File: config.mk
export PLATFORM = sky130hd
export DESIGN_NAME = icsp_lvp_command_sequencer_top
export DESIGN_NICKNAME = d
export VERILOG_FILES = /design/src/hw/rtl/icsp_pkg.sv /design/src/hw/rtl/icsp_lvp_command_sequencer_top.sv /design/src/hw/rtl/icsp_seq_core.sv
export SDC_FILE = /design/constraint.sdc
export NUM_CORES = 1
export LEC_CHECK = 0
export ABC_CLOCK_PERIOD_IN_PS = 9300
export CORE_ASPECT_RATIO = 1.2
export CORE_MARGIN = 2
export CORE_UTILIZATION = 55
export DETAILED_ROUTE_END_ITERATION = 16
export DONT_BUFFER_PORTS = 1
export PLACE_DENSITY_LB_ADDON = 0.1
export SLEW_MARGIN = 40
export SYNTH_ARGS = -nofsm -noshare
export SYNTH_HDL_FRONTEND = slang
export SYNTH_HIERARCHICAL = 1
export SYNTH_SLANG_ARGS = --single-unit
File: constraint.sdc
create_clock -name clk -period 9.3 [get_ports clk]
set_clock_uncertainty 0.05 [all_clocks]
set_input_delay 1.395 -clock clk [delete_from_list [all_inputs] [get_ports clk]]
set_output_delay 1.395 -clock clk [all_outputs]
set_load 0.1 [all_outputs]
File: src/hw/rtl/icsp_pkg.sv
`default_nettype none
package icsp_pkg;

	localparam int REG_W    = 20;
	localparam int NUM_REGS = 8;
	localparam int SHIFT_W  = 33;
	localparam int ACCUM_W  = 16;
	localparam int WORD_W   = 14;

	localparam logic [3:0] MODE_ENTER     = 4'd0;
	localparam logic [3:0] MODE_EXIT      = 4'd1;
	localparam logic [3:0] MODE_LOAD_CFG  = 4'd2;
	localparam logic [3:0] MODE_LOAD      = 4'd3;
	localparam logic [3:0] MODE_READ      = 4'd4;
	localparam logic [3:0] MODE_INC       = 4'd5;
	localparam logic [3:0] MODE_RESET_ADR = 4'd6;
	localparam logic [3:0] MODE_PROG      = 4'd7;
	localparam logic [3:0] MODE_PROG_CFG  = 4'd8;
	localparam logic [3:0] MODE_ERASE     = 4'd9;

	localparam logic [2:0] REG_CLK_HIGH    = 3'd0;
	localparam logic [2:0] REG_CLK_LOW     = 3'd1;
	localparam logic [2:0] REG_GAP         = 3'd2;
	localparam logic [2:0] REG_ENTRY_SETUP = 3'd3;
	localparam logic [2:0] REG_ENTRY_HOLD  = 3'd4;
	localparam logic [2:0] REG_PROGRAM     = 3'd5;
	localparam logic [2:0] REG_PROGRAM_CFG = 3'd6;
	localparam logic [2:0] REG_ERASE       = 3'd7;

	localparam logic [SHIFT_W-1:0] ENTRY_KEY = 33'h0_4D43_4850;

	localparam logic [5:0] OP_LOAD_CFG = 6'h00;
	localparam logic [5:0] OP_LOAD     = 6'h02;
	localparam logic [5:0] OP_READ     = 6'h04;
	localparam logic [5:0] OP_INC      = 6'h06;
	localparam logic [5:0] OP_RST_ADR  = 6'h16;
	localparam logic [5:0] OP_PROG     = 6'h08;
	localparam logic [5:0] OP_ERASE    = 6'h09;

	typedef enum logic [2:0] {
		PH_IDLE,
		PH_ENT_SETUP,
		PH_ENT_CLK,
		PH_ENT_HOLD,
		PH_BIT_HI,
		PH_BIT_LO,
		PH_GAP,
		PH_FINAL
	} icsp_phase_t;

	typedef enum logic [1:0] {
		SEG_OPCODE,
		SEG_PAYLOAD,
		SEG_READ,
		SEG_KEY
	} icsp_seg_t;

	typedef struct packed {
		logic mclr_n;
		logic dat_drive;
		logic dat_level;
		logic clk_drive;
		logic clk_level;
	} icsp_pins_t;

	typedef struct packed {
		logic [REG_W-1:0] clk_high_ticks;
		logic [REG_W-1:0] clk_low_ticks;
		logic [REG_W-1:0] gap_ticks;
		logic [REG_W-1:0] entry_setup_ticks;
		logic [REG_W-1:0] entry_hold_ticks;
		logic [REG_W-1:0] program_ticks;
		logic [REG_W-1:0] program_cfg_ticks;
		logic [REG_W-1:0] erase_ticks;
	} icsp_cfg_t;

	localparam icsp_cfg_t CFG_RESET = '{
		clk_high_ticks:    20'd1,
		clk_low_ticks:     20'd1,
		gap_ticks:         20'd1,
		entry_setup_ticks: 20'd1,
		entry_hold_ticks:  20'd250,
		program_ticks:     20'd2500,
		program_cfg_ticks: 20'd5000,
		erase_ticks:       20'd5000
	};

	typedef struct packed {
		logic              start_req;
		logic [3:0]        mode;
		logic [WORD_W-1:0] data_word;
		logic              dat_sample;
	} icsp_in_t;

	typedef struct packed {
		logic              clk_level;
		logic              clk_drive;
		logic              dat_level;
		logic              dat_drive;
		logic              mclr_n;
		logic              busy_res;
		logic              done_res;
		logic              read_valid;
		logic [WORD_W-1:0] read_word;
	} icsp_out_t;

	function automatic logic [5:0] opcode_of(input logic [3:0] mode);
		logic [5:0] op;
		case (mode)
			MODE_LOAD_CFG:  op = OP_LOAD_CFG;
			MODE_LOAD:      op = OP_LOAD;
			MODE_READ:      op = OP_READ;
			MODE_INC:       op = OP_INC;
			MODE_RESET_ADR: op = OP_RST_ADR;
			MODE_PROG:      op = OP_PROG;
			MODE_PROG_CFG:  op = OP_PROG;
			MODE_ERASE:     op = OP_ERASE;
			default:        op = 6'h00;
		endcase
		return op;
	endfunction

endpackage
`default_nettype wire

File: src/hw/rtl/icsp_lvp_command_sequencer_top.sv
`default_nettype none
// a result is registered on acceptance: into the output register, or into the skid entry if that is full
// throughput: one item per cycle while in_stall is low; the sequencer state advances once per accepted item
// a two-entry output stage (register plus skid) keeps input open while one result waits
// reset: asynchronous; sequencer idle with pin state mclr high, clock and data released,
// timing registers at their default values
module icsp_lvp_command_sequencer_top #(
	parameter int TIMER_BITS = 20
) (
	input  wire logic               clk,
	input  wire logic               arst_n,
	input  wire logic               in_valid,
	output logic                    in_stall,
	input  wire icsp_pkg::icsp_in_t in_item,
	output logic                    out_valid,
	input  wire logic               out_stall,
	output icsp_pkg::icsp_out_t     out_item,
	input  wire logic               psel,
	input  wire logic               penable,
	input  wire logic               pwrite,
	input  wire logic [4:0]         paddr,
	input  wire logic [31:0]        pwdata,
	output logic [31:0]             prdata,
	output logic                    pready
);
	import icsp_pkg::*;

	icsp_cfg_t        cfg_q;
	icsp_out_t        res;
	icsp_out_t        skid_item_q;
	logic             skid_valid_q;
	logic             acc;
	logic             take;
	logic [2:0]       reg_idx;
	logic [REG_W-1:0] rd_val;

	assign pready   = 1'b1;
	assign reg_idx  = paddr[4:2];
	assign in_stall = skid_valid_q;
	assign acc      = in_valid && !skid_valid_q;
	assign take     = out_valid && !out_stall;

	always_ff @(posedge clk or negedge arst_n) begin
		if (!arst_n) begin
			cfg_q <= CFG_RESET;
		end else if (psel && penable && pwrite && pready) begin
			case (reg_idx)
				REG_CLK_HIGH:    cfg_q.clk_high_ticks    <= pwdata[REG_W-1:0];
				REG_CLK_LOW:     cfg_q.clk_low_ticks     <= pwdata[REG_W-1:0];
				REG_GAP:         cfg_q.gap_ticks         <= pwdata[REG_W-1:0];
				REG_ENTRY_SETUP: cfg_q.entry_setup_ticks <= pwdata[REG_W-1:0];
				REG_ENTRY_HOLD:  cfg_q.entry_hold_ticks  <= pwdata[REG_W-1:0];
				REG_PROGRAM:     cfg_q.program_ticks     <= pwdata[REG_W-1:0];
				REG_PROGRAM_CFG: cfg_q.program_cfg_ticks <= pwdata[REG_W-1:0];
				default:         cfg_q.erase_ticks       <= pwdata[REG_W-1:0];
			endcase
		end
	end

	always_comb begin
		case (reg_idx)
			REG_CLK_HIGH:    rd_val = cfg_q.clk_high_ticks;
			REG_CLK_LOW:     rd_val = cfg_q.clk_low_ticks;
			REG_GAP:         rd_val = cfg_q.gap_ticks;
			REG_ENTRY_SETUP: rd_val = cfg_q.entry_setup_ticks;
			REG_ENTRY_HOLD:  rd_val = cfg_q.entry_hold_ticks;
			REG_PROGRAM:     rd_val = cfg_q.program_ticks;
			REG_PROGRAM_CFG: rd_val = cfg_q.program_cfg_ticks;
			default:         rd_val = cfg_q.erase_ticks;
		endcase
		prdata = {{(32 - REG_W){1'b0}}, rd_val};
	end

	icsp_seq_core #(
		.TIMER_BITS(TIMER_BITS)
	) u_core (
		.clk    (clk),
		.arst_n (arst_n),
		.step   (acc),
		.item   (in_item),
		.cfg    (cfg_q),
		.result (res)
	);

	always_ff @(posedge clk or negedge arst_n) begin
		if (!arst_n) begin
			out_valid    <= 1'b0;
			skid_valid_q <= 1'b0;
		end else if (take) begin
			if (skid_valid_q) begin
				skid_valid_q <= 1'b0;
			end else begin
				out_valid <= acc;
			end
		end else if (acc) begin
			if (out_valid)
				skid_valid_q <= 1'b1;
			else
				out_valid <= 1'b1;
		end
	end

	// item storage
	always_ff @(posedge clk) begin
		if (take) begin
			if (skid_valid_q)
				out_item <= skid_item_q;
			else if (acc)
				out_item <= res;
		end else if (acc) begin
			if (out_valid)
				skid_item_q <= res;
			else
				out_item <= res;
		end
	end

endmodule
`default_nettype wire

File: src/hw/rtl/icsp_seq_core.sv
`default_nettype none
module icsp_seq_core #(
	parameter int TIMER_BITS = 20
) (
	input  wire logic              clk,
	input  wire logic              arst_n,
	input  wire logic              step,
	input  wire icsp_pkg::icsp_in_t  item,
	input  wire icsp_pkg::icsp_cfg_t cfg,
	output icsp_pkg::icsp_out_t    result
);
	import icsp_pkg::*;

	localparam int WW = (TIMER_BITS > REG_W) ? TIMER_BITS : REG_W;

	icsp_phase_t             phase_q, phase_n;
	icsp_seg_t               seg_q, seg_n;
	logic [3:0]              mode_q, mode_n;
	logic [5:0]              cnt_q, cnt_n, cnt_dec;
	logic [SHIFT_W-1:0]      shift_q, shift_n;
	logic [TIMER_BITS-1:0]   timer_q, timer_n;
	logic [ACCUM_W-1:0]      accum_q, accum_n;
	icsp_pins_t              pins_q, pins_n;
	logic                    finish;
	logic                    do_bit;
	logic [WORD_W:0]         payload;

	// wait of t ticks loads t-1 (0 for t=0), saturated to the timer width
	function automatic logic [TIMER_BITS-1:0] load_wait(input logic [REG_W-1:0] ticks);
		logic [REG_W-1:0] t;
		logic [WW-1:0]    ext;
		logic [TIMER_BITS-1:0] r;
		t   = (ticks == '0) ? '0 : ticks - 1'b1;
		ext = WW'(t);
		if (ext > WW'({TIMER_BITS{1'b1}}))
			r = '1;
		else
			r = ext[TIMER_BITS-1:0];
		return r;
	endfunction

	always_comb begin
		phase_n = phase_q;
		seg_n   = seg_q;
		mode_n  = mode_q;
		cnt_n   = cnt_q;
		shift_n = shift_q;
		timer_n = timer_q;
		accum_n = accum_q;
		pins_n  = pins_q;
		finish  = 1'b0;
		do_bit  = 1'b0;
		cnt_dec = (cnt_q != '0) ? cnt_q - 1'b1 : '0;
		payload = (item.mode == MODE_LOAD) ? {item.data_word, 1'b0} : '0;
		if (step) begin
			if (phase_q == PH_IDLE) begin
				if (item.start_req && item.mode <= MODE_ERASE) begin
					mode_n = item.mode;
					case (item.mode)
						MODE_ENTER: begin
							pins_n  = '{mclr_n: 1'b1, dat_drive: 1'b1, default: 1'b0};
							timer_n = load_wait(cfg.entry_setup_ticks);
							phase_n = PH_ENT_SETUP;
						end
						MODE_EXIT: begin
							pins_n  = '{mclr_n: 1'b1, dat_drive: 1'b1, default: 1'b0};
							timer_n = '0;
							phase_n = PH_FINAL;
						end
						default: begin
							shift_n = {12'b0, payload, opcode_of(item.mode)};
							seg_n   = SEG_OPCODE;
							cnt_n   = 6'd6;
							do_bit  = 1'b1;
						end
					endcase
				end
			end else if (timer_q != '0 && phase_q != PH_ENT_CLK) begin
				timer_n = timer_q - 1'b1;
			end else begin
				case (phase_q)
					PH_ENT_SETUP: begin
						pins_n  = '{mclr_n: 1'b1, dat_drive: 1'b1, clk_drive: 1'b1,
							default: 1'b0};
						phase_n = PH_ENT_CLK;
					end
					PH_ENT_CLK: begin
						pins_n  = '{dat_drive: 1'b1, clk_drive: 1'b1, default: 1'b0};
						timer_n = load_wait(cfg.entry_hold_ticks);
						phase_n = PH_ENT_HOLD;
					end
					PH_ENT_HOLD: begin
						shift_n = ENTRY_KEY;
						seg_n   = SEG_KEY;
						cnt_n   = 6'd33;
						do_bit  = 1'b1;
					end
					PH_BIT_HI: begin
						pins_n.clk_level = 1'b0;
						timer_n = load_wait(cfg.clk_low_ticks);
						phase_n = PH_BIT_LO;
					end
					PH_BIT_LO: begin
						if (seg_q == SEG_READ)
							accum_n = {item.dat_sample, accum_q[ACCUM_W-1:1]};
						cnt_n = cnt_dec;
						if (cnt_dec != '0) begin
							do_bit = 1'b1;
						end else begin
							case (seg_q)
								SEG_KEY: begin
									finish = 1'b1;
								end
								SEG_OPCODE: begin
									phase_n = PH_FINAL;
									case (mode_q)
										MODE_PROG:     timer_n = load_wait(cfg.program_ticks);
										MODE_PROG_CFG: timer_n = load_wait(cfg.program_cfg_ticks);
										MODE_ERASE:    timer_n = load_wait(cfg.erase_ticks);
										MODE_INC, MODE_RESET_ADR: begin
											timer_n = load_wait(cfg.gap_ticks);
										end
										default: begin
											timer_n = load_wait(cfg.gap_ticks);
											phase_n = PH_GAP;
										end
									endcase
								end
								default: begin
									if (seg_q == SEG_READ)
										pins_n = '{clk_drive: 1'b1, dat_drive: 1'b1,
											default: 1'b0};
									timer_n = load_wait(cfg.gap_ticks);
									phase_n = PH_FINAL;
								end
							endcase
						end
					end
					PH_GAP: begin
						if (mode_q == MODE_READ) begin
							seg_n   = SEG_READ;
							accum_n = '0;
						end else begin
							seg_n   = SEG_PAYLOAD;
						end
						cnt_n  = 6'd16;
						do_bit = 1'b1;
					end
					default: begin
						finish = 1'b1;
					end
				endcase
			end
			// start of one serial bit: data set up (released in a read segment), clock high
			if (do_bit) begin
				pins_n.clk_level = 1'b1;
				pins_n.clk_drive = 1'b1;
				pins_n.dat_drive = (seg_n != SEG_READ);
				pins_n.dat_level = (seg_n != SEG_READ) && shift_n[0];
				pins_n.mclr_n    = 1'b0;
				shift_n = shift_n >> 1;
				timer_n = load_wait(cfg.clk_high_ticks);
				phase_n = PH_BIT_HI;
			end
			if (finish)
				phase_n = PH_IDLE;
		end
	end

	always_comb begin
		result.clk_level  = pins_n.clk_level;
		result.clk_drive  = pins_n.clk_drive;
		result.dat_level  = pins_n.dat_level;
		result.dat_drive  = pins_n.dat_drive;
		result.mclr_n     = pins_n.mclr_n;
		result.busy_res   = (phase_n != PH_IDLE);
		result.done_res   = finish;
		result.read_valid = finish && (mode_n == MODE_READ);
		result.read_word  = (finish && mode_n == MODE_READ) ? accum_n[WORD_W:1] : '0;
	end

	always_ff @(posedge clk or negedge arst_n) begin
		if (!arst_n) begin
			phase_q <= PH_IDLE;
			seg_q   <= SEG_OPCODE;
			mode_q  <= '0;
			cnt_q   <= '0;
			shift_q <= '0;
			timer_q <= '0;
			accum_q <= '0;
			pins_q  <= '{mclr_n: 1'b1, default: 1'b0};
		end else begin
			phase_q <= phase_n;
			seg_q   <= seg_n;
			mode_q  <= mode_n;
			cnt_q   <= cnt_n;
			shift_q <= shift_n;
			timer_q <= timer_n;
			accum_q <= accum_n;
			pins_q  <= pins_n;
		end
	end

endmodule
`default_nettype wire
==> impl_metrics.py, run 1 <==
metrics = {
    "outcome": {
        "outcome": "completed",
    },
    "synthesis": {
        "avgSynthCellArea_um2": 9.98,
        "synthesis.area_um2": 18400,
        "synth_seq_cells": 294,
        "instance_count_of_the_mapped_netlist": 1846,
        "synth_top_cell_area_share_pct": 30.4,
        "synth-warning-count": 6,
        "library_cell_with_the_largest_summed_area_after_synthesis": "sky130_fd_sc_hd__dfrtp_1",
        "synth.distinct_cells": 95,
        "synth_sequential_area_ratio_pct": 41.3,
        "postSynth.asyncResetShare_pct": 85.0,
        "synth-edff-count": 44,
        "synth-main-ff-cell": "sky130_fd_sc_hd__dfrtp_1",
        "yosys-top-cells-area": "sky130_fd_sc_hd__dfrtp_1 (30%), sky130_fd_sc_hd__mux2_2 (11%), sky130_fd_sc_hd__edfxtp_1 (7.2%)",
    },
    "die": {
        "die_area_um2": 35000,
        "start_util_pct": 55.7,
        "floorplan.rows": 73,
        "die_w_um": 171,
        "io_pins": 121,
        "fp.coreArea_um2": 33100,
        "die_h_um": 204,
    },
    "routing": {
        "post-route-drc-count": 0,
        "route.antenna.remaining_nets": 0,
        "drt-wirelength-per-cell_um": 25.0,
        "avgViaCountPerCell": 6.58,
        "drt_wl_total_um": 57200,
        "detail_route.first_pass.iterations": 7,
        "via_count": 15100,
        "drt-initial-drc-count": 1596,
    },
    "placement": {
        "placed_instances": 2229,
        "placed_area_um2": 18800,
        "gpl.final_weighted_congestion": 0.955,
        "dp_hpwl_um": 41600,
        "dpl_worst_slack_ps": 4820,
        "portBuffers": 0,
    },
    "pwr": {
        "power-per-cell-area_nw_per_um2": 277,
        "p_int_mw": 3.14,
        "cellLeakagePower_nw": 7.72,
        "pwr-share-seq_pct": 42.8,
        "post-layout-total-power_mw": 5.51,
        "power_switching_mw": 2.38,
        "ir_drop_mv": 0.133,
        "comb_power_share_pct": 33.6,
        "power.share.switching_pct": 43.1,
        "clkPwrFrac_pct": 23.6,
    },
    "clock_tree": {
        "cts_sinks": 294,
        "cts_inserted_buffers": 34,
        "cts_max_level": 2,
        "cts_setup_buffers": 0,
        "tritoncts_clock_tree": "done",
        "buffer_cell_driving_the_clock_tree_root": "sky130_fd_sc_hd__clkbuf_16",
        "clk-insertion-delay-late_ps": 540,
        "cts_resized": 0,
        "cts.reportedPaths.clkPinSlew_ps": 60,
        "ctsHoldBuffers": 0,
        "ctsLongestPathBuffers": 3,
    },
    "timing": {
        "relSlewSlack_pct": 40.2,
        "worst_slew_pin_slew_ps": 898,
        "rsz0062_at_grt": "no",
        "final-hold-violation-count": 0,
        "final.hold.worst_slack_ps": 432,
        "setup_ws_ps": 4800,
        "layout_min_cycle_time_ps": 4500,
        "timing.fmax_mhz": 222,
        "setup_viol": 0,
        "slew_violations": 0,
        "final.setup.tns_ps": 0,
        "ratio_of_final_minimum_period_to_clock_period_pct": 48.4,
    },
    "global_route": {
        "global_route_wire_length_before_repair_um": 87300,
        "total_track_usage_pct": 32.7,
        "gr-total-overflow": 0,
        "grt_max_degree": 251,
        "antenna_violations_before_repair": 1,
        "grt_pass1_vias": 14600,
    },
    "cells_and_area": {
        "insertedDiodeCount": 0,
        "flow.area_growth_from_synthesis_pct": 8.22,
        "leading_cell_types_in_the_layout_fill_and_taps_excluded": "sky130_fd_sc_hd__dfrtp_1 (222), sky130_fd_sc_hd__mux2_2 (183), sky130_fd_sc_hd__nor2_1 (155)",
        "num-fill-cells": 2846,
        "final_util_pct": 60.3,
        "drive_gt1_share_pct": 21.4,
        "layout_commonest_cell": "sky130_fd_sc_hd__dfrtp_1",
        "final_net_count": 1907,
        "instances_no_fill": 2290,
        "post-route-cell-area_um2": 19900,
    },
    "critical_path": {
        "critical_path_class": "input port to primary output",
        "reg2reg_slack_ps": 5060,
        "r2r.worst_path.cells": 10,
        "critical-path-max-stage-delay_ps": 690,
        "cp_top_family": "compound AO/OA/AOI/OAI gates",
        "worst_path_max_delay_cell": "sky130_fd_sc_hd__and2b_1",
        "worst_ep_arrival_time_ps": 3050,
        "cp-endpoint": "prdata[6]",
        "cp.required_ps": 7860,
        "timing.critical_path.fanout_max": 38,
        "rr_startpoint": "u_core/timer_q[0]",
        "r2r_end": "out_item[0]",
        "critical_path_buf_inv_count": 0,
        "list_of_cells_traversed_by_the_critical_path": "and2b_1 > a221oi_1 > a21oi_1 > o22a_2",
        "cp-startpoint": "paddr[2]",
        "worst_setup_end_kind": "primary output",
        "startpoint_class_of_the_critical_path": "input port",
        "cp_num_cells": 4,
    },
    "min_path": {
        "min_path_type": "flip-flop to flip-flop",
    },
    "job": {
        "max_cap_viols": 0,
    },
}
==> power groups by stage <==
stage | combinational (mW) | clock [mW] | sequential, mW
3_3_place_gp | 1.72 | 0 | 2.38
4_1_cts | 1.81 | 1.33 | 2.35
5_1_grt | 1.99 | 1.38 | 2.41
3_5_place_dp | 1.80 | 0 | 2.37
6_report | 1.85 | 1.30 | 2.36
2_1_floorplan | 1.38 | 0 | 2.22
==> final cells by class <==
class | instances | area [um^2] | share of cell area, %
inverter | 36 | 135 | 0.678
sequential | 294 | 7610 | 38.2
tap | 450 | 563 | 2.82
multi-input combinational | 1416 | 10300 | 51.5
timing repair buffer | 33 | 288 | 1.44
clock buffer | 46 | 967 | 4.85
clock inverter | 15 | 109 | 0.546
==> worst min path at each step <==
stage                         endpoint          startpoint  cells past startpoint
floorplan           u_core/shift_q[19]  u_core/shift_q[19]                      2
global placement     u_core/shift_q[1]   u_core/shift_q[1]                      1
detailed placement   u_core/shift_q[3]   u_core/shift_q[3]                      1
CTS                  u_core/shift_q[3]   u_core/shift_q[3]                      1
global route         u_core/shift_q[3]   u_core/shift_q[3]                      1
finish              u_core/shift_q[32]  u_core/shift_q[32]                      1
==> cells in the mapped netlist, types with 7 or more instances <==
| cell type | count |
|---|---|
| sky130_fd_sc_hd__nor4_1 | 39 |
| sky130_fd_sc_hd__buf_2 | 28 |
| sky130_fd_sc_hd__a31oi_1 | 26 |
| sky130_fd_sc_hd__dfstp_2 | 26 |
| sky130_fd_sc_hd__nor4b_1 | 7 |
| sky130_fd_sc_hd__nand2b_1 | 16 |
| sky130_fd_sc_hd__nor3b_1 | 7 |
| sky130_fd_sc_hd__mux2_2 | 183 |
| sky130_fd_sc_hd__o31ai_1 | 14 |
| sky130_fd_sc_hd__a221oi_2 | 10 |
| sky130_fd_sc_hd__nand3_1 | 43 |
| sky130_fd_sc_hd__a221oi_1 | 35 |
| sky130_fd_sc_hd__o221ai_1 | 14 |
| sky130_fd_sc_hd__edfxtp_1 | 44 |
| sky130_fd_sc_hd__a22o_1 | 23 |
| sky130_fd_sc_hd__nor3_1 | 58 |
| sky130_fd_sc_hd__o22a_1 | 24 |
| sky130_fd_sc_hd__a21o_1 | 10 |
| sky130_fd_sc_hd__ha_1 | 28 |
| sky130_fd_sc_hd__nor2b_4 | 10 |
| sky130_fd_sc_hd__a21oi_1 | 94 |
| sky130_fd_sc_hd__xor2_1 | 72 |
| sky130_fd_sc_hd__xnor2_1 | 76 |
| sky130_fd_sc_hd__nand2_1 | 112 |
| sky130_fd_sc_hd__and2_1 | 9 |
| sky130_fd_sc_hd__inv_1 | 34 |
| sky130_fd_sc_hd__o21ai_1 | 12 |
| sky130_fd_sc_hd__nor2b_1 | 15 |
| sky130_fd_sc_hd__o21ai_0 | 65 |
| sky130_fd_sc_hd__nand4_1 | 25 |
| sky130_fd_sc_hd__o21a_1 | 8 |
| sky130_fd_sc_hd__buf_4 | 31 |
| sky130_fd_sc_hd__clkbuf_1 | 43 |
| sky130_fd_sc_hd__or3_1 | 17 |
| sky130_fd_sc_hd__nor2_1 | 161 |
| sky130_fd_sc_hd__o22ai_1 | 38 |
| sky130_fd_sc_hd__a22oi_1 | 21 |
| sky130_fd_sc_hd__or4_1 | 23 |
| sky130_fd_sc_hd__dfrtp_1 | 224 |
==> layer usage <==
metal	part of all wire, %	global-route usage, %	vias up
li1	-	-	6801
met2	50	57.1	660
met5	0	0	-
met1	39	40.5	7463
met3	6.9	5.02	154
met4	4.1	12.6	0
==> sequential cells by signal, indices dropped and copies added, names as in the netlist, 3 cells and up <==
| name | count |
|---|---|
| cfg_q | 160 |
| u_core/shift_q | 33 |
| out_item | 22 |
| skid_item_q | 22 |
| u_core/timer_q | 20 |
| u_core/accum_q | 15 |
| u_core/cnt_q | 6 |
| u_core/pins_q | 5 |
| u_core/mode_q | 4 |
| u_core/phase_q | 3 |
==> kinds of logic (layout without fill, tap and decap cells) <==
| family | count (synthesis) | count (layout) | synth area share [%] |
|---|---|---|---|
| compound gates | 448 | 448 | 17.0 |
| xor+xnor | 148 | 148 | 7.04 |
| fa+ha+maj | 28 | 28 | 1.90 |
| buf+inv | 147 | 130 | 4.17 |
| flops | 294 | 294 | 41.3 |
| mux | 193 | 193 | 11.8 |
| other cells | 2 | 13 | 0.0408 |
| simple gates | 586 | 586 | 16.8 |
Power figures use the tool's default switching activity.
==> run 2: changes to the inputs <==
ABC_CLOCK_PERIOD_IN_PS = 4260   (was 9300)
clock period = 4.26 ns   (was 9.3 ns; I/O delays follow)
==> run 2 against run 1 <==
Net effect: sequential share of layout area fell by 0.69 points; count of clock-buffer cells in the layout fell by 8; worst hold slack got worse by 730 ps; die area did not move; setup slack got worse by 4100 ps; sequential cell count did not move; wire length rose by 3.1%; clock power rose by 120%; largest cell class unchanged; combinational power rose by 140%; the run now ends with hold timing left; critical path depth rose by 7; non-clock buffer count rose by 53; final cell count rose by 2.2%.
==> impl_metrics.py, run 2 (synthesized netlist as in run 1, its figures left out) <==
metrics = {
    "cells_and_area": {
        "final_net_count": 1957,
        "final_util_pct": 61.4,
        "largestRegisters": "cfg_q (160), u_core/shift_q (33)",
        "flow.area_growth_from_synthesis_pct": 10.2,
        "drive_gt1_share_pct": 22.1,
        "instances_no_fill": 2340,
        "num-fill-cells": 2872,
        "largest_register_ffs": 160,
        "insertedDiodeCount": 0,
        "leading_cell_types_in_the_layout_fill_and_taps_excluded": "sky130_fd_sc_hd__dfrtp_1 (223), sky130_fd_sc_hd__mux2_2 (183), sky130_fd_sc_hd__nor2_1 (157)",
        "layout_commonest_cell": "sky130_fd_sc_hd__dfrtp_1",
        "largest-register": "cfg_q",
    },
    "timing": {
        "rsz0062_at_grt": "no",
        "final-hold-violation-count": 226,
        "ratio_of_final_minimum_period_to_clock_period_pct": 84.1,
        "final.hold.worst_slack_ps": -303,
        "relSlewSlack_pct": 39.9,
        "final.setup.tns_ps": 0,
        "timing.fmax_mhz": 279,
        "slew_violations": 0,
        "layout_min_cycle_time_ps": 3580,
        "worst_slew_pin_slew_ps": 903,
        "setup_viol": 0,
    },
    "placement": {
        "portBuffers": 0,
        "placed_instances": 2279,
        "dp_hpwl_um": 43000,
        "gpl.final_weighted_congestion": 0.939,
    },
    "die": {
        "die_area_um2": 35000,
        "fp.coreArea_um2": 33100,
        "start_util_pct": 55.7,
        "die_h_um": 204,
        "die_w_um": 171,
        "floorplan.rows": 73,
        "io_pins": 121,
    },
    "clock_tree": {
        "ctsLongestPathBuffers": 3,
        "tritoncts_clock_tree": "done",
        "cts_resized": 0,
        "buffer_cell_driving_the_clock_tree_root": "sky130_fd_sc_hd__clkbuf_16",
        "cts_inserted_buffers": 31,
        "cts_max_level": 1,
        "cts.reportedPaths.clkPinSlew_ps": 70,
        "cts_sinks": 294,
        "clk-insertion-delay-late_ps": 600,
    },
    "critical_path": {
        "rr_startpoint": "u_core/cnt_q[0]",
        "worst_ep_arrival_time_ps": 3880,
        "critical_path_class": "flip-flop to flip-flop",
        "r2r_end": "out_item[20]",
        "startpoint_class_of_the_critical_path": "flip-flop",
        "worst_setup_end_kind": "flip-flop",
        "r2r.worst_path.cells": 11,
        "cp.required_ps": 4560,
        "timing.critical_path.fanout_max": 13,
        "reg2reg_slack_ps": 680,
    },
    "pwr": {
        "p_int_mw": 6.96,
        "power.share.switching_pct": 43.0,
        "comb_power_share_pct": 36.2,
        "power-per-cell-area_nw_per_um2": 602,
        "cellLeakagePower_nw": 7.97,
        "pwr-share-seq_pct": 40.6,
        "ir_drop_mv": 0.416,
        "post-layout-total-power_mw": 12.2,
        "clkPwrFrac_pct": 23.2,
        "power_switching_mw": 5.26,
    },
    "global_route": {
        "total_track_usage_pct": 33.7,
        "global_route_wire_length_before_repair_um": 89700,
        "grt_pass1_vias": 15000,
        "grt_max_degree": 251,
        "gr-total-overflow": 0,
        "antenna_violations_before_repair": 0,
    },
    "outcome": {
        "outcome": "complete, but fails checks",
        "violated_checks": "hold timing",
    },
    "routing": {
        "drt-wirelength-per-cell_um": 25.2,
        "met1Wirelength_um": 23200,
        "wl_met3_um": 3660,
        "avgViaCountPerCell": 6.57,
        "top_layer_used": "met4",
        "via_count": 15400,
        "drt_wl_total_um": 59000,
        "drt-initial-drc-count": 1338,
        "detail_route.first_pass.iterations": 8,
        "post-route-drc-count": 0,
        "met2_length_um": 29500,
        "route.antenna.remaining_nets": 0,
    },
    "min_path": {
        "min_path_type": "input port to async pin",
    },
    "job": {
        "max_cap_viols": 0,
    },
}
==> run 2: cell types whose count changed in the layout (fill, tap and decap cells not counted), sizes merged <==
cell / change
clkinvlp: +5
clkbuf: -5
bufinv: +3
clkinv: -3
buf: +50
==> run 2: layout make-up <==
cell class / count / area (um^2) / share of cell area (%)
inverter: 36 / 135 / 0.666
tap: 450 / 563 / 2.77
multi-input combinational: 1416 / 10200 / 50.2
timing repair buffer: 86 / 758 / 3.73
clock inverter: 20 / 236 / 1.16
sequential: 294 / 7610 / 37.5
clock buffer: 38 / 812 / 4.00
==> run 2: power by group through the flow <==
stage | combinational [mW] | clock (mW) | sequential, mW
floorplan | 3.00 | 0 | 4.84
detailed placement | 4.20 | 0 | 5.06
global placement | 4.01 | 0 | 5.11
global route | 4.74 | 2.98 | 5.06
CTS | 4.21 | 2.88 | 5.02
finish | 4.42 | 2.84 | 4.96
==> run 2: layer usage <==
layer  global-route usage (%)  up-vias
met3                     3.88      139
met4                     14.6        0
met5                        0        -
li1                         -     6931
met2                     58.9      633
met1                     41.8     7672
==> run 2: worst max path at each step <==
stage | start | endpoint | slack (ps) | depth (start not counted)
finish | u_core/cnt_q[0] | out_item[20] | 680 | 11
global route | u_core/timer_q[0] | out_item[19] | 470 | 11
CTS | u_core/timer_q[0] | out_item[19] | 690 | 11
detailed placement | u_core/timer_q[0] | out_item[19] | 700 | 11
global placement | u_core/timer_q[0] | out_item[19] | 760 | 11
floorplan | paddr[2] | prdata[11] | 620 | 6
==> run 2: metrics by stage <==
step | cell area (um^2) | worst slack (ps)
6_report | 20300 | 679
5_1_grt | 20300 | 468
4_1_cts | 20200 | 692
3_5_place_dp | 19100 | 699
3_3_place_gp | 19000 | 757
2_1_floorplan | 18500 | 616
==> run 2: repair_timing <==
| item | 4_1_cts | 5_1_grt |
|---|---|---|
| endpoints found under the setup margin | 0 | 0 |
| hold endpoints to repair | 250 | 226 |
| setup buffers | 0 | 0 |
==> run 2: worst max-delay path, stage by stage, from the launching register on <==
cell                       delay [ps]
sky130_fd_sc_hd__dfrtp_1          440
sky130_fd_sc_hd__inv_1            110
sky130_fd_sc_hd__ha_1             270
sky130_fd_sc_hd__a21boi_0         150
sky130_fd_sc_hd__a311oi_1         520
sky130_fd_sc_hd__and2_1           370
sky130_fd_sc_hd__o31ai_2          100
sky130_fd_sc_hd__buf_4            200
sky130_fd_sc_hd__nor2_1           290
sky130_fd_sc_hd__o221ai_1         200
sky130_fd_sc_hd__a22o_1           330
sky130_fd_sc_hd__mux2_2           290
==> run 3: changes to the inputs <==
ABC_AREA = 1   (was unset)
ABC_CLOCK_PERIOD_IN_PS = 3400   (was 4260)
clock period = 3.4 ns   (was 4.26 ns; I/O delays follow)
==> run 3 against run 2 <==
Net effect: the run still ends with hold timing left; via count grew 26%; total power grew 41%; clock power grew 35%; final area grew 7.0%; non-clock buffer count shrank 9; critical path type unchanged; largest cell class unchanged; largest power group is now combinational logic.
==> impl_metrics.py, run 3 <==
metrics = {
    "global_route": {
        "global_route_wire_length_before_repair_um": 102000,
        "grt_pass1_vias": 18300,
        "antenna_violations_before_repair": 1,
        "grt_max_degree": 251,
        "total_track_usage_pct": 35.1,
        "gr-total-overflow": 0,
    },
    "synthesis": {
        "synth-main-ff-cell": "sky130_fd_sc_hd__dfrtp_1",
        "library_cell_with_the_largest_summed_area_after_synthesis": "sky130_fd_sc_hd__dfrtp_1",
        "synth.distinct_cells": 60,
        "synthesis.area_um2": 20000,
        "avgSynthCellArea_um2": 6.94,
        "synth-warning-count": 6,
        "synth_seq_cells": 294,
        "postSynth.asyncResetShare_pct": 85.0,
        "synth_commonest_cells": "sky130_fd_sc_hd__nand2_1 (795), sky130_fd_sc_hd__nor2_1 (405), sky130_fd_sc_hd__inv_1 (254), sky130_fd_sc_hd__dfrtp_1 (224), sky130_fd_sc_hd__nand3_1 (202)",
        "synth-edff-count": 44,
        "post-synth-top-count-cell": "sky130_fd_sc_hd__nand2_1",
        "synth_top_cell_area_share_pct": 28.0,
        "instance_count_of_the_mapped_netlist": 2884,
        "yosys-top-cells-area": "sky130_fd_sc_hd__dfrtp_1 (28%), sky130_fd_sc_hd__nand2_1 (15%), sky130_fd_sc_hd__nor2_1 (7.6%)",
        "synth_sequential_area_ratio_pct": 38.0,
    },
    "pwr": {
        "power-per-cell-area_nw_per_um2": 795,
        "clkPwrFrac_pct": 22.2,
        "power.share.switching_pct": 46.7,
        "p_int_mw": 9.21,
        "comb_power_share_pct": 43.0,
        "pwr-share-seq_pct": 34.8,
        "cellLeakagePower_nw": 10.4,
        "ir_drop_mv": 0.535,
        "power_switching_mw": 8.06,
    },
    "routing": {
        "route.antenna.remaining_nets": 0,
        "drt_wl_total_um": 66800,
        "via_count": 19400,
        "detail_route.first_pass.iterations": 9,
        "avgViaCountPerCell": 5.78,
        "post-route-drc-count": 0,
        "drt-wirelength-per-cell_um": 19.9,
        "drt-initial-drc-count": 1802,
    },
    "clock_tree": {
        "buffer_cell_driving_the_clock_tree_root": "sky130_fd_sc_hd__clkbuf_16",
        "ctsLongestPathBuffers": 3,
        "tritoncts_clock_tree": "done",
        "cts_inserted_buffers": 30,
        "cts_setup_buffers": 0,
        "cts_sinks": 294,
        "clk-insertion-delay-late_ps": 580,
        "cts.reportedPaths.clkPinSlew_ps": 70,
        "cts_resized": 0,
        "cts_max_level": 1,
    },
    "job": {
        "max_cap_viols": 0,
    },
    "timing": {
        "ratio_of_final_minimum_period_to_clock_period_pct": 91.2,
        "timing.fmax_mhz": 322,
        "relSlewSlack_pct": 40.2,
        "slew_violations": 0,
        "rsz0062_at_grt": "no",
        "layout_min_cycle_time_ps": 3100,
        "final-hold-violation-count": 250,
        "worst_slew_pin_slew_ps": 898,
        "final.setup.tns_ps": 0,
        "setup_viol": 0,
        "final.hold.worst_slack_ps": -429,
    },
    "critical_path": {
        "worst_path_max_delay_cell": "sky130_fd_sc_hd__nand4_2",
        "critical_path_class": "flip-flop to flip-flop",
        "list_of_cells_traversed_by_the_critical_path": "inv_1 > ha_1 > inv_1 > nor2_4 > nand2_2 > nor2_4 > nand3_2 > nand2_2 > inv_2 > nor2_8 > nand2_1 > nor2_2 > nand4_2 > a21oi_1 > nand2_1 > nand2_1",
        "critical-path-top-cell-by-count": "sky130_fd_sc_hd__nand2_1",
        "timing.critical_path.fanout_max": 15,
        "worst_ep_arrival_time_ps": 3500,
        "critical-path-max-stage-delay_ps": 450,
        "startpoint_class_of_the_critical_path": "flip-flop",
        "worst_setup_end_kind": "flip-flop",
        "cp.required_ps": 3800,
    },
    "placement": {
        "dp_hpwl_um": 49800,
        "placed_area_um2": 20500,
        "portBuffers": 0,
        "gpl.final_weighted_congestion": 0.986,
    },
    "die": {
        "die_h_um": 213,
        "floorplan.rows": 76,
        "die_area_um2": 37900,
        "fp.coreArea_um2": 35800,
        "start_util_pct": 55.8,
        "die_w_um": 178,
        "io_pins": 121,
    },
    "cells_and_area": {
        "largest-register": "cfg_q",
        "final_util_pct": 60.6,
        "leading_cell_types_in_the_layout_fill_and_taps_excluded": "sky130_fd_sc_hd__nand2_1 (795), sky130_fd_sc_hd__nor2_1 (404), sky130_fd_sc_hd__inv_1 (254)",
        "final_net_count": 2956,
        "flow.area_growth_from_synthesis_pct": 8.54,
        "num-fill-cells": 3373,
        "largestRegisters": "cfg_q (160), u_core/shift_q (33)",
        "post-route-cell-area_um2": 21700,
        "largest_register_ffs": 160,
        "layout_commonest_cell": "sky130_fd_sc_hd__nand2_1",
        "drive_gt1_share_pct": 8.31,
    },
    "min_path": {
        "min_path_type": "input port to async pin",
    },
    "outcome": {
        "violated_checks": "hold timing",
        "outcome": "complete, but fails checks",
    },
}
==> run 3: kinds of logic (layout without fill, tap and decap cells) <==
| kind of cell | Yosys count | count (layout) | share of synthesized area, % |
|---|---|---|---|
| other | 2 | 14 | 0.0375 |
| buffers and inverters | 414 | 406 | 8.80 |
| AOI/OAI and AO/OA | 423 | 423 | 11.9 |
| adders and majority gates | 28 | 28 | 1.75 |
| DFF | 294 | 294 | 38.0 |
| and+or+nand+nor | 1610 | 1610 | 34.6 |
| xor gates and xnor gates | 113 | 113 | 4.95 |
==> run 3: path summary, 6_finish.rpt <==
check	end	depth (start not counted)	startpoint	slack, ps
max	out_item[4]	16	u_core/timer_q[0]	300
min	u_core/accum_q[8]	0	arst_n	-430
max reg2reg	out_item[4]	16	u_core/timer_q[0]	300
min reg2reg	u_core/shift_q[32]	2	u_core/shift_q[32]	450
max in group asynchronous	cfg_q[32]	0	arst_n	3330
min in group clk	u_core/accum_q[15]	2	in_item[0]	80
==> run 3: final cells by class <==
cell class | instances | area, um^2 | area share [%]
Clock inverter | 18 | 307 | 1.41
Antenna cell | 1 | 2.50 | 0.0115
Inverter | 274 | 1030 | 4.75
Multi-Input combinational cell | 2187 | 10700 | 49.2
Tap cell | 468 | 586 | 2.70
Timing Repair Buffer | 77 | 658 | 3.03
Sequential cell | 294 | 7610 | 35.0
Clock buffer | 37 | 828 | 3.81
==> run 3: worst max-delay path, delay by kind of cell, from the launching register on <==
| family | cells | cell delay, ps |
|---|---|---|
| AO/OA/AOI/OAI | 1 | 370 |
| adder cells (fa/ha/maj) | 1 | 220 |
| flip-flops | 1 | 410 |
| buffers and inverters | 3 | 240 |
| AND/OR/NAND/NOR | 11 | 1680 |
==> run 3: through the flow <==
| stage | setup WS [ps] | total power, mW | instances |
|---|---|---|---|
| CTS | 312 | 17.1 | 3353 |
| floorplan | 453 | 11.2 | 2895 |
| global route | 31.9 | 18.3 | 3356 |
| global placement | 306 | 13.1 | 3298 |
| detailed placement | 243 | 13.3 | 3298 |
| finish | 298 | 17.3 | 3356 |
==> run 3: power by group through the flow <==
| stage | registers (mW) | logic (mW) | clock network [mW] |
|---|---|---|---|
| after floorplan | 5.85 | 5.35 | 0 |
| after global placement | 6.06 | 7.08 | 0 |
| after detailed placement | 6.08 | 7.19 | 0 |
| after CTS | 6.02 | 7.24 | 3.88 |
| after global routing | 6.12 | 8.17 | 4.02 |
| final | 6.00 | 7.43 | 3.83 |
==> run 3: layer usage <==
metal | global-route usage [%] | routed length, um | up-vias | part of all wire [%]
met4 | 18.9 | 3950 | 0 | 5.9
met2 | 63.2 | 33500 | 843 | 50
met3 | 3.95 | 4210 | 210 | 6.3
met1 | 40.8 | 25100 | 8995 | 38
li1 | - | - | 9360 | -
met5 | 0 | 0 | - | 0
